## config.mk

```make
export PLATFORM = sky130hd
export DESIGN_NAME = underrun_fade_resume_concealer
export DESIGN_NICKNAME = d
export VERILOG_FILES = /design/src/hw/rtl/ufrc_pkg.sv /design/src/hw/rtl/ufrc_apb.sv /design/src/hw/rtl/ufrc_mul.sv /design/src/hw/rtl/underrun_fade_resume_concealer.sv
export VERILOG_INCLUDE_DIRS = /design/src /design/src/hw/rtl
export SDC_FILE = /design/constraint.sdc
export NUM_CORES = 1
export LEC_CHECK = 0
export BUFFER_PORTS_ARGS = -buffer_cell sky130_fd_sc_hd__buf_2
export CORE_MARGIN = 1
export CORE_UTILIZATION = 58
export CTS_CLUSTER_DIAMETER = 150
export DETAILED_ROUTE_END_ITERATION = 6
export PLACE_DENSITY = 0.87
export SLEW_MARGIN = 20
export SYNTH_ARGS = -nofsm -noshare
export SYNTH_HDL_FRONTEND = slang
export SYNTH_SLANG_ARGS = --single-unit
```

## constraint.sdc

```tcl
create_clock -name i_clk -period 10.4 [get_ports i_clk]
set_clock_uncertainty 0.05 [all_clocks]
set_input_delay 2.08 -clock i_clk [delete_from_list [all_inputs] [get_ports i_clk]]
set_output_delay 2.08 -clock i_clk [all_outputs]
set_load 0.05 [all_outputs]
```

## src/hw/rtl/underrun_fade_resume_concealer_assert.svh

```systemverilog
// Assertion macros for the underrun fade/resume concealer RTL.
`ifndef UNDERRUN_FADE_RESUME_CONCEALER_ASSERT_SVH
`define UNDERRUN_FADE_RESUME_CONCEALER_ASSERT_SVH

// Consequent checked in the same cycle as the antecedent.
`define UFRC_ASSERT_SAME(lbl, ante, cons, msg) \
    lbl: assert property (@(posedge i_clk) disable iff (!i_rst_n) (ante) |-> (cons)) \
        else $error(msg);

// Consequent checked in the cycle after the antecedent.
`define UFRC_ASSERT_NEXT(lbl, ante, cons, msg) \
    lbl: assert property (@(posedge i_clk) disable iff (!i_rst_n) (ante) |=> (cons)) \
        else $error(msg);

`endif

```

## src/hw/rtl/ufrc_pkg.sv

```systemverilog
// Shared constants for the underrun fade/resume concealer.
package ufrc_pkg;

    localparam int SAMPLE_BITS_DEF = 16;
    localparam int RAMP_FRAMES_DEF = 96;

    // Decay factor 65208/65536, about 0.995, as a signed multiplier operand.
    localparam int                 DECAY_BW    = 17;
    localparam logic signed [16:0] DECAY_NUM   = 17'sd65208;
    localparam int                 DECAY_SHIFT = 16;

    // Channel layout codes.
    localparam logic [1:0] LAYOUT_MONO   = 2'd0;
    localparam logic [1:0] LAYOUT_STEREO = 2'd1;
    localparam logic [1:0] LAYOUT_WIDE   = 2'd2;
    localparam logic [1:0] LAYOUT_RESET  = LAYOUT_STEREO;

    // Configuration port geometry and register index.
    localparam int   APB_DW         = 32;
    localparam int   APB_AW         = 3;
    localparam logic CFG_IDX_LAYOUT = 1'b0;

endpackage

```

## src/hw/rtl/ufrc_apb.sv

```systemverilog
// Configuration register file holding the channel layout.
module ufrc_apb (
    input  logic                           i_clk,
    input  logic                           i_rst_n,
    input  logic                           psel,
    input  logic                           penable,
    input  logic                           pwrite,
    input  logic [ufrc_pkg::APB_AW-1:0]    paddr,
    input  logic [ufrc_pkg::APB_DW-1:0]    pwdata,
    output logic [ufrc_pkg::APB_DW-1:0]    prdata,
    output logic                           pready,
    output logic [1:0]                     o_layout
);

    logic [1:0] r_layout;
    logic       w_hit;

    // Word index is paddr[2]; the byte offset bits are ignored.
    assign w_hit  = (paddr[2] == ufrc_pkg::CFG_IDX_LAYOUT);
    assign pready = 1'b1;

    always_ff @(posedge i_clk) begin
        if (!i_rst_n) begin
            r_layout <= ufrc_pkg::LAYOUT_RESET;
        end else if (psel && penable && pwrite && w_hit) begin
            r_layout <= pwdata[1:0];
        end
    end

    assign prdata   = w_hit ? ufrc_pkg::APB_DW'(r_layout) : '0;
    assign o_layout = r_layout;

endmodule

```

## src/hw/rtl/ufrc_mul.sv

```systemverilog
// Shared signed multiplier with a registered product.
module ufrc_mul #(
    parameter int AW = 17,
    parameter int BW = 17
) (
    input  logic                        i_clk,
    input  logic                        i_en,
    input  logic signed [AW-1:0]        i_a,
    input  logic signed [BW-1:0]        i_b,
    output logic signed [AW+BW-1:0]     o_p
);

    logic signed [AW+BW-1:0] r_p;

    always_ff @(posedge i_clk) begin
        if (i_en) begin
            r_p <= (AW+BW)'(i_a) * (AW+BW)'(i_b);
        end
    end

    assign o_p = r_p;

endmodule

```

## src/hw/rtl/underrun_fade_resume_concealer.sv

```systemverilog
// Top level of the underrun fade/resume concealer: sequencer and datapath.
//
//  Channel   | Direction | Handshake               | Contents
//  ----------+-----------+-------------------------+------------------------------------
//  s_axis    | in        | tvalid / tready         | tdata {right_in, left_in}, tuser
//            |           |                         | has_sample, tlast burst_last
//  m_axis    | out       | tvalid / tready         | tdata {second_out, first_out}, tuser
//            |           |                         | used_filler, tlast burst_end
//  APB       | in/out    | psel, penable, pready   | register 0 channel_layout
//
// One transaction is worked on at a time; s_axis tready is high only in idle. A real
// frame with no ramp pending goes straight to the output step, a filler frame takes one
// decay multiply per channel, a blended frame per channel a multiply by the ramp count,
// then one by the reciprocal of RAMP_FRAMES in place of a division. Reset is synchronous
// and active low; it clears the held frame, the ramp and the output valid and sets the
// layout to stereo. A finished result waits in the output register, so the next
// transaction is accepted while it stalls.
`include "underrun_fade_resume_concealer_assert.svh"

module underrun_fade_resume_concealer #(
    parameter int SAMPLE_BITS = ufrc_pkg::SAMPLE_BITS_DEF,
    parameter int RAMP_FRAMES = ufrc_pkg::RAMP_FRAMES_DEF,
    localparam int DW = ((2 * SAMPLE_BITS + 7) / 8) * 8
) (
    input  logic                           i_clk,
    input  logic                           i_rst_n,
    // Input frame request.
    input  logic                           i_s_axis_tvalid,
    output logic                           o_s_axis_tready,
    input  logic [DW-1:0]                  i_s_axis_tdata,  // left_in, right_in, zero pad
    input  logic                           i_s_axis_tuser,  // has_sample
    input  logic                           i_s_axis_tlast,  // burst_last
    // Output frame.
    output logic                           o_m_axis_tvalid,
    input  logic                           i_m_axis_tready,
    output logic [DW-1:0]                  o_m_axis_tdata,  // first_out, second_out, zero pad
    output logic                           o_m_axis_tuser,  // used_filler
    output logic                           o_m_axis_tlast,  // burst_end
    // Configuration port.
    input  logic                           psel,
    input  logic                           penable,
    input  logic                           pwrite,
    input  logic [ufrc_pkg::APB_AW-1:0]    paddr,
    input  logic [ufrc_pkg::APB_DW-1:0]    pwdata,
    output logic [ufrc_pkg::APB_DW-1:0]    prdata,
    output logic                           pready
);

    localparam int SB  = SAMPLE_BITS;
    localparam int CW  = $clog2(RAMP_FRAMES + 1);   // ramp counter width
    localparam int MW  = SB + CW + 1;               // dividend and quotient width
    // Division by RAMP_FRAMES is a multiply by ceil(2^RK / RAMP_FRAMES) and a shift
    // by RK; the error of the rounded-up reciprocal stays below one quotient step
    // for every dividend under 2^MW.
    localparam int     RK    = MW + $clog2(RAMP_FRAMES);
    localparam longint RECIP = ((longint'(1) << RK) + RAMP_FRAMES - 1) / RAMP_FRAMES;
    localparam int     RBW   = $clog2(RECIP + 1);
    localparam int  AW  = MW + 1;                   // multiplier operand A
    localparam int  BW  = (RBW + 1 > ufrc_pkg::DECAY_BW) ? RBW + 1
                                                         : ufrc_pkg::DECAY_BW;
    localparam int  PW  = AW + BW;                  // product width

    localparam logic [CW-1:0]      RAMP_INIT = CW'(RAMP_FRAMES);
    localparam logic signed [BW-1:0] RECIP_B = BW'(RECIP);
    localparam logic [MW-1:0]      HALF      = MW'(RAMP_FRAMES / 2);
    localparam logic signed [MW:0] SAT_HI   = {{(MW + 2 - SB){1'b0}}, {(SB - 1){1'b1}}};
    localparam logic signed [MW:0] SAT_LO   = {{(MW + 2 - SB){1'b1}}, {(SB - 1){1'b0}}};

    typedef enum logic [2:0] {
        S_IDLE,
        S_MUL,
        S_POST,
        S_DIV,
        S_FIN,
        S_OUT
    } t_state;

    t_state                r_state,   n_state;
    logic                  r_ch,      n_ch;
    logic                  r_fill,    n_fill;
    logic                  r_last,    n_last;
    logic signed [SB-1:0]  r_in_l,    n_in_l;
    logic signed [SB-1:0]  r_in_r,    n_in_r;
    logic signed [SB-1:0]  r_held_l,  n_held_l;
    logic signed [SB-1:0]  r_held_r,  n_held_r;
    logic [CW-1:0]         r_ramp,    n_ramp;
    logic                  r_neg,     n_neg;
    logic [MW-1:0]         r_dvd,     n_dvd;
    logic                  r_ovalid,  n_ovalid;
    logic signed [SB-1:0]  r_o_first, n_o_first;
    logic signed [SB-1:0]  r_o_second, n_o_second;
    logic                  r_o_fill,  n_o_fill;
    logic                  r_o_last,  n_o_last;

    logic [1:0]            w_layout;
    logic                  w_in_acc;
    logic signed [SB-1:0]  w_held_sel;
    logic signed [SB-1:0]  w_in_sel;
    logic signed [AW-1:0]  w_ma;
    logic signed [BW-1:0]  w_mb;
    logic signed [PW-1:0]  w_p;
    logic                  w_pneg;
    logic [PW-1:0]         w_pabs;
    logic signed [SB-1:0]  w_dmag;
    logic signed [SB-1:0]  w_dec;
    logic [MW-1:0]         w_quo;
    logic signed [MW:0]    w_qs;
    logic signed [MW:0]    w_sum;
    logic signed [SB-1:0]  w_blend;
    logic signed [SB:0]    w_mix;

    ufrc_apb u_apb (
        .i_clk    (i_clk),
        .i_rst_n  (i_rst_n),
        .psel     (psel),
        .penable  (penable),
        .pwrite   (pwrite),
        .paddr    (paddr),
        .pwdata   (pwdata),
        .prdata   (prdata),
        .pready   (pready),
        .o_layout (w_layout)
    );

    // The one multiplier serves the decay, the blend product and the division.
    ufrc_mul #(
        .AW (AW),
        .BW (BW)
    ) u_mul (
        .i_clk (i_clk),
        .i_en  ((r_state == S_MUL) || (r_state == S_DIV)),
        .i_a   (w_ma),
        .i_b   (w_mb),
        .o_p   (w_p)
    );

    assign o_s_axis_tready = (r_state == S_IDLE);
    assign w_in_acc        = i_s_axis_tvalid && o_s_axis_tready;

    // Channel currently being processed: left first, then right.
    assign w_held_sel = r_ch ? r_held_r : r_held_l;
    assign w_in_sel   = r_ch ? r_in_r : r_in_l;

    // Filler multiplies the held sample by the decay factor; a real frame
    // multiplies the difference to the held sample by the ramp count. In the
    // division step the rounded dividend meets the reciprocal.
    assign w_ma = (r_state == S_DIV) ? $signed({1'b0, r_dvd})
                : r_fill ? $signed({{(AW - SB){w_held_sel[SB-1]}}, w_held_sel})
                         : $signed({{(AW - SB){w_held_sel[SB-1]}}, w_held_sel})
                           - $signed({{(AW - SB){w_in_sel[SB-1]}}, w_in_sel});
    assign w_mb = (r_state == S_DIV) ? RECIP_B
                : r_fill ? $signed(BW'(ufrc_pkg::DECAY_NUM)) : $signed(BW'(r_ramp));

    // Decay rounds toward zero by shifting the magnitude.
    assign w_pneg = w_p[PW-1];
    assign w_pabs = w_pneg ? PW'(-w_p) : PW'(w_p);
    assign w_dmag = $signed(w_pabs[ufrc_pkg::DECAY_SHIFT +: SB]);
    assign w_dec  = w_pneg ? -w_dmag : w_dmag;

    // Quotient of the rounded magnitude by RAMP_FRAMES.
    assign w_quo = MW'(w_p[PW-1:RK]);

    // Signed, rounded quotient added to the input sample, then saturated.
    assign w_qs    = r_neg ? -$signed({1'b0, w_quo}) : $signed({1'b0, w_quo});
    assign w_sum   = $signed({{(MW + 1 - SB){w_in_sel[SB-1]}}, w_in_sel}) + w_qs;
    assign w_blend = (w_sum > SAT_HI) ? SAT_HI[SB-1:0]
                   : (w_sum < SAT_LO) ? SAT_LO[SB-1:0]
                   : w_sum[SB-1:0];

    // Mono downmix is the floor of half the sum.
    assign w_mix = $signed({r_held_l[SB-1], r_held_l}) + $signed({r_held_r[SB-1], r_held_r});

    always_comb begin
        n_state    = r_state;
        n_ch       = r_ch;
        n_fill     = r_fill;
        n_last     = r_last;
        n_in_l     = r_in_l;
        n_in_r     = r_in_r;
        n_held_l   = r_held_l;
        n_held_r   = r_held_r;
        n_ramp     = r_ramp;
        n_neg      = r_neg;
        n_dvd      = r_dvd;
        n_ovalid   = r_ovalid && !i_m_axis_tready;
        n_o_first  = r_o_first;
        n_o_second = r_o_second;
        n_o_fill   = r_o_fill;
        n_o_last   = r_o_last;

        case (r_state)
            S_IDLE: begin
                if (w_in_acc) begin
                    n_ch   = 1'b0;
                    n_fill = !i_s_axis_tuser;
                    n_last = i_s_axis_tlast;
                    n_in_l = $signed(i_s_axis_tdata[SB-1:0]);
                    n_in_r = $signed(i_s_axis_tdata[2*SB-1:SB]);
                    if (!i_s_axis_tuser) begin
                        n_ramp  = RAMP_INIT;
                        n_state = S_MUL;
                    end else if (r_ramp != '0) begin
                        n_state = S_MUL;
                    end else begin
                        // Real frame with no ramp pending passes straight through.
                        n_held_l = $signed(i_s_axis_tdata[SB-1:0]);
                        n_held_r = $signed(i_s_axis_tdata[2*SB-1:SB]);
                        n_state  = S_OUT;
                    end
                end
            end
            S_MUL: begin
                n_state = S_POST;
            end
            S_POST: begin
                if (r_fill) begin
                    if (r_ch) begin
                        n_held_r = w_dec;
                        n_state  = S_OUT;
                    end else begin
                        n_held_l = w_dec;
                        n_ch     = 1'b1;
                        n_state  = S_MUL;
                    end
                end else begin
                    n_neg   = w_pneg;
                    n_dvd   = w_pabs[MW-1:0] + HALF;
                    n_state = S_DIV;
                end
            end
            S_DIV: begin
                n_state = S_FIN;
            end
            S_FIN: begin
                if (r_ch) begin
                    n_held_r = w_blend;
                    n_ramp   = r_ramp - 1'b1;
                    n_state  = S_OUT;
                end else begin
                    n_held_l = w_blend;
                    n_ch     = 1'b1;
                    n_state  = S_MUL;
                end
            end
            S_OUT: begin
                if (!r_ovalid || i_m_axis_tready) begin
                    n_ovalid = 1'b1;
                    n_o_fill = r_fill;
                    n_o_last = r_last;
                    if (w_layout == ufrc_pkg::LAYOUT_MONO) begin
                        n_o_first  = w_mix[SB:1];
                        n_o_second = '0;
                    end else begin
                        n_o_first  = r_held_l;
                        n_o_second = r_held_r;
                    end
                    n_state = S_IDLE;
                end
            end
            default: begin
                n_state = S_IDLE;
            end
        endcase
    end

    always_ff @(posedge i_clk) begin
        if (!i_rst_n) begin
            r_state  <= S_IDLE;
            r_held_l <= '0;
            r_held_r <= '0;
            r_ramp   <= '0;
            r_ovalid <= 1'b0;
        end else begin
            r_state  <= n_state;
            r_held_l <= n_held_l;
            r_held_r <= n_held_r;
            r_ramp   <= n_ramp;
            r_ovalid <= n_ovalid;
        end
        r_ch       <= n_ch;
        r_fill     <= n_fill;
        r_last     <= n_last;
        r_in_l     <= n_in_l;
        r_in_r     <= n_in_r;
        r_neg      <= n_neg;
        r_dvd      <= n_dvd;
        r_o_first  <= n_o_first;
        r_o_second <= n_o_second;
        r_o_fill   <= n_o_fill;
        r_o_last   <= n_o_last;
    end

    assign o_m_axis_tvalid = r_ovalid;
    assign o_m_axis_tdata  = DW'({r_o_second, r_o_first});
    assign o_m_axis_tuser  = r_o_fill;
    assign o_m_axis_tlast  = r_o_last;

    // The sequencer must leave idle after taking a transaction.
    `UFRC_ASSERT_NEXT(a_busy_after_accept, w_in_acc, !o_s_axis_tready, "ready stayed high after accept")
    // A filler request arms the full resume ramp.
    `UFRC_ASSERT_NEXT(a_filler_arms_ramp, w_in_acc && !i_s_axis_tuser, r_ramp == RAMP_INIT, "filler did not arm ramp")
    // The ramp count never exceeds its armed length.
    `UFRC_ASSERT_SAME(a_ramp_bounded, 1'b1, r_ramp <= RAMP_INIT, "ramp count above ramp length")

endmodule
```

# ---- Word-level counts from Yosys, hierarchy flattened
# Cells that the tools add are included.
dict set report totals {
  regBits 190
  input_bits 76
  output_inout_bits 69
  word_cells 112
}
dict set report classes {
  n_addsub 8
  multipliers 1
  magnitude_cmp 2
  n_eq_ne 15
  muxes 43
  n_bitwise 2
  n_reduce_logical 23
}
# op count
set ops {}
lappend ops {{two-way mux 16 bit} 19}
lappend ops {{two-way mux 25 bit} 4}
lappend ops {{one-hot mux 16 bit (3 select lines)} 2}
lappend ops {{multiplier 25 x 26 -> 51 bit} 1}
lappend ops {{two-way mux 32 bit} 1}
lappend ops {{negation 32 bit} 1}
lappend ops {{adder 16 x 25 -> 25 bit} 1}
lappend ops {{> comparator 25 x 16 -> 1 bit, second input constant} 1}
lappend ops {{less-than comparator 25 x 16 -> 1 bit, second input constant} 1}
lappend ops {{negation 20 -> 25 bit} 1}
lappend ops {{adder 24 x 6 -> 24 bit, second input constant} 1}
lappend ops {{two-way mux 7 bit} 3}
lappend ops {{two-way mux 3 bit} 6}
lappend ops {{one-hot mux 3 bit (6 select lines)} 1}
lappend ops {{adder 16 x 16 -> 17 bit} 1}
lappend ops {{subtractor 16 x 16 -> 17 bit} 1}
lappend ops {{!= test 2 bit, second input constant} 8}
lappend ops {{negation 16 bit} 1}
lappend ops {{one-hot mux 7 bit (2 select lines)} 1}
lappend ops {{AND reduction 7 bit} 2}
lappend ops {{AND reduction 2 bit} 4}
lappend ops {{nonzero test 7 bit} 1}
lappend ops {{subtractor 7 x 1 -> 7 bit, second input constant} 1}
lappend ops {{equality test 3 x 2 -> 1 bit, second input constant} 2}
lappend ops {{16 further kinds} 29}

# ---- Longest topological paths before layout
# Gate-level depths: netlist (run 1).
dict set report logic_depth {
  depth_word 8
  depth_mapped 43
  ltp_nobuf 40
}

# ---- Cells and area by module
# From an unflattened synthesis (run 1), not the netlist that was laid out.
dict set report unflattened {
  cells_unflattened 3967
  hier_area_um2 36856.6
}
# module instances cells_each area_per_inst_um2
set by_module_without_submodules {}
lappend by_module_without_submodules {ufrc_mul 1 2629 25341.8}
lappend by_module_without_submodules {underrun_fade_resume_concealer 1 1294 11163.2}
lappend by_module_without_submodules {ufrc_apb 1 44 351.6}

# ---- Worst setup path before layout (run 1)
# No wires, ideal clock.
dict set report synth_path {
  path_type {register -> register}
  start {register r_ch}
  end {register u_mul.r_p[50] (netlist: u_mul.o_p[50]) (data pin)}
  setup_time_ns 0.278
  arrival_time_ns 10.604
  required_time_ns 10.072
  slack_ns -0.532
  path_stages_with_launch 39
  path_buffers 6
  path_cell_list {edfxtp_1 -> clkbuf_1 -> clkbuf_1 -> clkbuf_1 -> clkbuf_1 -> mux2i_1 -> fa_1 -> a211oi_1 -> o21a_1 -> o21ai_0 -> a221o_1 -> a21o_1 -> o21a_1 -> o21a_1 -> nor2_1 -> clkbuf_1 -> buf_1 -> nand2_1 -> [... 3 more ...] -> fa_1 -> fa_1 -> inv_1 -> fa_1 -> inv_1 -> fa_1 -> fa_1 -> ha_1 -> a41o_1 -> a21oi_1 -> o21ai_0 -> a31oi_1 -> o211ai_1 -> a311o_1 -> a41oi_1 -> o31ai_1 -> o21ai_0 -> a211oi_1}
}
dict set report synth_via {
  elab_chain_cells 5
}
# item line_no
set synth_rtl {}
lappend synth_rtl {{start: declaration} underrun_fade_resume_concealer.sv:79} ;# logic r_ch, n_ch;
lappend synth_rtl {{start signal: assignment} underrun_fade_resume_concealer.sv:280} ;# r_ch <= n_ch;
lappend synth_rtl {{two-way mux 16 bit, on equally long branches} {underrun_fade_resume_concealer.sv:141, underrun_fade_resume_concealer.sv:142}}
lappend synth_rtl {{subtractor 16 x 16 -> 17 bit} underrun_fade_resume_concealer.sv:150} ;# - $signed({{(AW - SB){w_in_sel[SB-1]}}, w_in_sel});
lappend synth_rtl {{two-way mux 25 bit *} underrun_fade_resume_concealer.sv:148} ;# : r_fill ? $signed({{(AW - SB){w_held_sel[SB-1]}}, w_held_sel})
lappend synth_rtl {{two-way mux 25 bit *} underrun_fade_resume_concealer.sv:147} ;# assign w_ma = (r_state == S_DIV) ? $signed({1'b0, r_dvd})
lappend synth_rtl {{multiplier 25 x 26 -> 51 bit *} ufrc_mul.sv:17} ;# r_p <= (AW+BW)'(i_a) * (AW+BW)'(i_b);
lappend synth_rtl {{end signal: assignment} ufrc_mul.sv:17}
lappend synth_rtl {{end: declaration} ufrc_mul.sv:13} ;# logic signed [AW+BW-1:0] r_p;
# Mark *: on every way between the ends. The rest lies on a longest branch, timed or not.
# A chain may end at the register's enable or synchronous reset.

# ---- Worst setup path in the final report (run 1)
# Ends and elaborated chain as after synthesis.

==> flow_summary_export.csv, run 1 <==
group,metric,value,unit
sta,report.final.hold_viol_count,0,
global_route,antenna_violations_before_repair,0,
sta,setup_repair_after_global_routing_missed_its_margin,"yes",
cts,clock_tree.root_cell,"clkbuf_16",
worst_setup_path,cp-start-kind,"flip-flop",
synthesis,async_reset_ff_share,0,%
sta,relSlewSlack,30.9,%
synthesis,synthesized_instance_count,3038,
global_route,grt_pass1_vias,23100,
route,detailroute.via_count,22900,
global_route,grt_max_degree,53,
sta,final_min_period_over_clock_period,96.7,%
cells_and_area,layout-drive-gt1-share,9.17,%
cts,cts-hold-fix-buffers,0,
synthesis,most_common_flop_cell_mapped_by_yosys,"edfxtp_1",
cells_and_area,antennaDiodeCount,0,
route,drt-vias-per-instance,6.06,
cts,clock_tree_from_tritoncts,"yes",
sta,final_period_minus_worst_setup_slack,10.06,ns
cells_and_area,finish.net_count,3865,
cts,clock_latency,0.45,ns
synthesis,synth_seq_area_share,18.4,%
cells_and_area,multiInputGateArea,20700,µm²
cts,clk_transition_reported_paths,0.09,ns
floorplanning,floorplan.core_area,48100,µm²
route,detail_route.wirelength,78200,µm
cts,cts.sinks,190,
placed_design,placed_instance_area,29800,µm²
min_path,worstHoldPathType,"reg -> reg",
route,drcViolationCount,0,
sta,report.final.setup_viol,0,
synthesis,post_synth_instance_area,28600,µm²
cells_and_area,fin_area,30500,µm²
route,drt_iter0_drc,2407,
sta,worst_slew_pin_slew,1.03,ns
floorplanning,rows,80,
worst_setup_path,slowest_stage,"fa_1",
cells_and_area,layout.cells.most_common_list,"557 x inv_1, 399 x fa_1, 282 x ha_1",
global_route,grt_remaining_overflow,0,
global_route,overall_global_routing_resource_usage,32.1,%
placed_design,buffer_ports.inserted,81,
floorplanning,initial_utilization,59.3,%
worst_setup_path,worstPathMaxFanout,4,
worst_setup_path,max_incr_delay_on_cp,0.55,ns
cts,num_cts_buffers,17,
cells_and_area,sequential_area,5260,µm²
worst_setup_path,cp-end-kind,"flip-flop",
placed_design,routabilityCongestion,1.00,
sta,post_route_setup_tns,0,ns
synthesis,edff_count_synth,145,
route,antenna_left,0,
sta,timing_max_transition_violations_final,0,
synthesis,ys_warn_count,0,
synthesis,syn_avg_cell_area,9.40,µm²
cts,cts-htree-levels,4,
status,status,"complete, no violations",
cells_and_area,final_util,63.4,%
cells_and_area,area_overhead_of_the_layout_relative_to_synthesis,6.82,%
sta,fmax,99.4,MHz
placed_design,dp.final_hpwl,65200,µm
cells_and_area,mostFrequentLayoutCell,"inv_1",
sta,worst_path_setup_slack_after_routing,0.340,ns
synthesis,ys_ff_latch,190,
cells_and_area,num-fill-cells,3812,
placed_design,place_ws,0.0633,ns
worst_setup_path,timing.critical_path.required,10.53,ns
floorplanning,fp.dieArea,50100,µm²
synthesis,post_synth_num_cell_types,89,
floorplanning,io_pins,145,
worst_setup_path,worstPathArrival,10.19,ns
route,wire_length_per_cell_after_detailed_routing,20.7,µm
cts,cts_max_path_buffers,2,
route,drt_pass1_iterations,5,
floorplanning,floorplan.die.height,224,µm
global_route,global_route_wire_length_before_repair,124000,µm
worst_setup_path,criticalPathCategory,"reg -> reg",
floorplanning,die_x,224,µm
flow_run,drv.max_cap_violation_count,0,
-- worst paths after layout --
kind,start,end,slack [ns],cells past startpoint
max,r_ch,u_mul.o_p[50],0.34,39
min,r_last,o_m_axis_tlast,0.42,0
max reg2reg,r_ch,u_mul.o_p[50],0.34,39
min reg2reg,r_last,o_m_axis_tlast,0.42,0
-- metrics by stage --
step                cells  hold slack [ns]
floorplan            3067            0.350
global placement     3740            0.351
detailed placement   3740            0.389
CTS                  3772            0.411
global route         3774            0.428
finish               3774            0.422
-- Yosys cell counts, types with 9 or more instances --
cell / n / area, µm²
o21a_1: 21 / 158
nor3_1: 40 / 200
nor2b_1: 18 / 113
or2_2: 18 / 113
or3_1: 17 / 106
nor2_1: 191 / 717
o211ai_1: 10 / 75.1
and2_1: 32 / 200
a211oi_1: 18 / 135
nor4_1: 14 / 87.6
ha_1: 284 / 3550
o31ai_1: 20 / 150
nand4_1: 9 / 56.3
or4_1: 10 / 75.1
a21o_1: 62 / 465
o221a_2: 20 / 225
clkbuf_1: 79 / 297
nand2b_1: 16 / 100
and3_1: 31 / 194
edfxtp_1: 145 / 4350
o21ai_0: 106 / 531
dfxtp_1: 45 / 901
buf_4: 35 / 263
inv_1: 557 / 2090
fa_1: 400 / 8010
xnor2_1: 102 / 893
mux2i_1: 29 / 290
nand3_1: 30 / 150
xor2_1: 56 / 490
o41ai_1: 10 / 87.6
o22ai_1: 9 / 56.3
nand2_1: 279 / 1050
a21oi_1: 119 / 596
o21bai_1: 21 / 158
mux2_2: 17 / 191
a31oi_1: 16 / 100
buf_2: 9 / 45.0
-- logic make-up (layout without fill, tap and decap cells) --
kind of cell | Yosys count | after routing | synth area share (%)
other cells | 2 | 31 | 0.0263
compound gates | 522 | 522 | 12.5
flops | 190 | 190 | 18.4
mux | 47 | 47 | 1.73
fa+ha+maj | 684 | 684 | 40.5
buf+inv | 692 | 743 | 9.70
simple gates | 741 | 741 | 12.2
xor+xnor | 160 | 160 | 5.00
-- critical path, delay by kind of cell, from the launching register on --
family                     cells  cell delay, ns
and+or+nand+nor                4            0.57
adders and majority gates     10            4.55
buffers and inverters          9            0.80
DFF                            1            0.50
AOI/OAI and AO/OA             15            2.99
muxes                          1            0.33
-- layout make-up --
type	count	area share (%)
clock buffer	17	1.39
clock inverter	15	0.685
inverter	559	6.88
multi-input combinational	2185	68.0
sequential	190	17.2
tap	656	2.69
timing repair buffer	152	3.13
-- repair_timing --
item                                    CTS  global route
endpoints found under the setup margin    1            13
gates resized for setup                   1            22
pin swaps                                 0             4
setup buffers                             0             2
-- routing by layer --
metal	vias to the layer above	part of all wire [%]	global-route usage, %	wire [µm]
met5	-	0	0	0
met4	0	5.9	16.0	4580
met3	286	10	6.10	7890
met2	1294	46	51.9	36300
met1	11200	38	41.3	29500
li1	10100	-	-	-
-- registers in the layout, summed over array words and instances (netlist names) --
| signal | cells |
|---|---|
| r_dvd | 24 |
| r_held_l | 16 |
| r_o_first | 16 |
| r_in_l | 16 |
| r_state | 3 |
| r_in_r | 16 |
| r_neg | 1 |
| r_held_r | 16 |
| o_m_axis_tlast | 1 |
| r_ch | 1 |
| u_apb.o_layout | 2 |
| r_o_second | 16 |
| o_m_axis_tvalid | 1 |
| r_fill | 1 |
| r_ramp | 7 |
| r_last | 1 |
| o_m_axis_tuser | 1 |
| u_mul.o_p | 51 |
Power of run 1 is not shown: default switching activity piles up to over one toggle a cycle in this logic, so the estimate is an artifact.
==> inputs of run 2 (changes only) <==
--- a/config.mk
+++ b/config.mk
@@ -6,6 +6,7 @@
 export SDC_FILE = /design/constraint.sdc
 export NUM_CORES = 1
 export LEC_CHECK = 0
+export ABC_AREA = 1
 export BUFFER_PORTS_ARGS = -buffer_cell sky130_fd_sc_hd__buf_2
 export CORE_MARGIN = 1
 export CORE_UTILIZATION = 58
==> run 2 against run 1 <==
  * Die area is 2.0% higher
  * Maximum frequency is 2.3% higher
  * Via count is 6.6% higher
  * Sequential share of layout area is 0.26 points lower
  * Cell count is 15% higher
==> flow_summary_export.csv, run 2 <==
group,metric,value,unit
min_path,worstHoldPathType,"reg -> reg",
route,drt_pass1_iterations,6,
cts,clock_latency,0.46,ns
global_route,grt_remaining_overflow,0,
synthesis,synth_seq_area_share,18.0,%
placed_design,placed_instance_area,30300,µm²
route,drt_iter0_drc,2565,
worst_setup_path,crit_family,"adder cells",
cells_and_area,area_overhead_of_the_layout_relative_to_synthesis,6.34,%
floorplanning,floorplan.die.height,226,µm
status,status,"complete, no violations",
worst_setup_path,max_incr_delay_on_cp,0.58,ns
cells_and_area,mostFrequentLayoutCell,"inv_1",
route,drcViolationCount,0,
min_path,worstHoldPathCells,0,
synthesis,ys_warn_count,0,
cells_and_area,fin_area,31000,µm²
cts,cts_max_path_buffers,2,
floorplanning,io_pins,145,
route,wire_length_per_cell_after_detailed_routing,18.7,µm
floorplanning,initial_utilization,59.1,%
placed_design,routabilityCongestion,1.05,
worst_setup_path,cp-start-kind,"flip-flop",
cells_and_area,layout-drive-gt1-share,6.65,%
synthesis,synth.cells.most_frequent,"810 x inv_1, 634 x nand2_1, 400 x fa_1",
worst_setup_path,crit-reg2reg-launch,"r_ch",
cts,clock_tree_from_tritoncts,"yes",
route,drt-vias-per-instance,5.61,
cts,num_cts_buffers,17,
cts,cts.sinks,190,
sta,final_min_period_over_clock_period,94.6,%
cts,cts-hold-fix-buffers,0,
worst_setup_path,worst_setup_path_start,"r_ch",
sta,fmax,102,MHz
cts,clk_transition_reported_paths,0.07,ns
synthesis,post_synth_num_cell_types,59,
sta,report.final.hold_viol_count,0,
worst_setup_path,crit_buf_inv,6,
synthesis,yosys.cell_count.top_type,"inv_1",
worst_setup_path,slowest_stage,"fa_1",
global_route,global_route_wire_length_before_repair,128000,µm
synthesis,synthDominantAreaCellType,"fa_1",
floorplanning,fp.dieArea,51100,µm²
synthesis,post_synth_instance_area,29100,µm²
placed_design,cell_count_after_placement,4314,
route,antenna_left,0,
global_route,grt_pass1_vias,24600,
worst_setup_path,timing.critical_path.required,10.55,ns
worst_setup_path,ff2ff_path_depth,38,
cts,cts-resized-gates,0,
placed_design,buffer_ports.inserted,81,
min_path,timing.hold.worst.start,"r_last",
worst_setup_path,cp-end-kind,"flip-flop",
floorplanning,floorplan.core_area,49300,µm²
global_route,antenna_violations_before_repair,1,
synthesis,synth_area_leaders,"fa_1 27%, edfxtp_1 15%, ha_1 12%",
synthesis,post_synth_top_area_share,27.5,%
worst_setup_path,rrSetupSlack,0.56,ns
worst_setup_path,worstPathArrival,9.99,ns
cells_and_area,finish.net_count,4430,
cts,clock_tree.root_cell,"clkbuf_16",
synthesis,edff_count_synth,145,
sta,relSlewSlack,31.8,%
cells_and_area,antennaDiodeCount,0,
worst_setup_path,criticalPathCategory,"reg -> reg",
cells_and_area,finish.cell_count_without_fillers,4347,
route,detail_route.wirelength,81200,µm
global_route,overall_global_routing_resource_usage,32.9,%
worst_setup_path,r2r_end,"u_mul.o_p[47]",
synthesis,most_common_flop_cell_mapped_by_yosys,"edfxtp_1",
sta,post_route_setup_tns,0,ns
route,detailroute.via_count,24400,
cts,post-cts-setup-buffers,0,
global_route,grt_max_degree,55,
synthesis,ys_ff_latch,190,
cells_and_area,layout.cells.most_common_list,"810 x inv_1, 634 x nand2_1, 400 x fa_1",
synthesis,syn_avg_cell_area,8.11,µm²
synthesis,async_reset_ff_share,0,%
flow_run,drv.max_cap_violation_count,0,
synthesis,synthesized_instance_count,3589,
cells_and_area,largest_reg_flops,51,
placed_design,dp.final_hpwl,68700,µm
worst_setup_path,worstPathMaxFanout,20,
sta,timing_max_transition_violations_final,0,
cts,cts-htree-levels,4,
floorplanning,rows,81,
floorplanning,die_x,226,µm
sta,final_period_minus_worst_setup_slack,9.84,ns
worst_setup_path,crit_path_frequent_cell,"nand2_1",
sta,report.final.setup_viol,0,
min_path,min_delay_worst_endpoint,"o_m_axis_tlast",
sta,worst_slew_pin_slew,1.02,ns
==> run 2: area by class of cell <==
type / count / area [µm²]
clock inverter: 15 / 171
multi-input combinational: 2505 / 20400
clock buffer: 17 / 425
sequential: 190 / 5260
timing repair buffer: 126 / 776
inverter: 830 / 3120
tap: 664 / 831
fill: 4073 / 18300
==> run 2: layer usage <==
layer,part of all wire (%),GRT usage [%]
met5,0,0
met4,6.1,17.4
met3,9.7,6.08
met2,45,53.1
met1,39,42.1
==> run 2: worst reg2reg max path, delay by kind of cell, from the launching register on <==
family	cells	cell delay, ns
xor+xnor	1	0.14
flops	1	0.41
compound gates	7	1.42
buf+inv	6	0.84
fa+ha+maj	9	4.45
simple gates	15	2.25
==> run 2: how the worst max path moves through the flow <==
stage	cells past startpoint	slack, ns	end
floorplan	34	0.26	u_mul.o_p[42]
global placement	38	0.56	u_mul.o_p[42]
detailed placement	38	0.53	u_mul.o_p[42]
CTS	38	0.47	u_mul.o_p[50]
global route	41	-0.004	u_mul.o_p[42]
finish	38	0.56	u_mul.o_p[47]
==> run 2: kinds of logic after synthesis <==
kind of cell               share of synthesized area [%]
AOI/OAI and AO/OA                                   7.98
DFF                                                 18.0
other                                             0.0258
xor gates and xnor gates                            3.87
adders and majority gates                           39.7
and+or+nand+nor                                     17.9
buffers and inverters                               12.4
==> run 2: metrics by stage <==
step | util (%) | setup WS (ns) | hold slack (ns)
global route | 62.9 | -0.00434 | 0.382
finish | 62.9 | 0.564 | 0.386
floorplan | - | 0.262 | 0.350
detailed placement | 61.6 | 0.535 | 0.357
CTS | 62.8 | 0.465 | 0.375
global placement | 61.6 | 0.560 | 0.353
Power of run 2 is left out for the same reason.
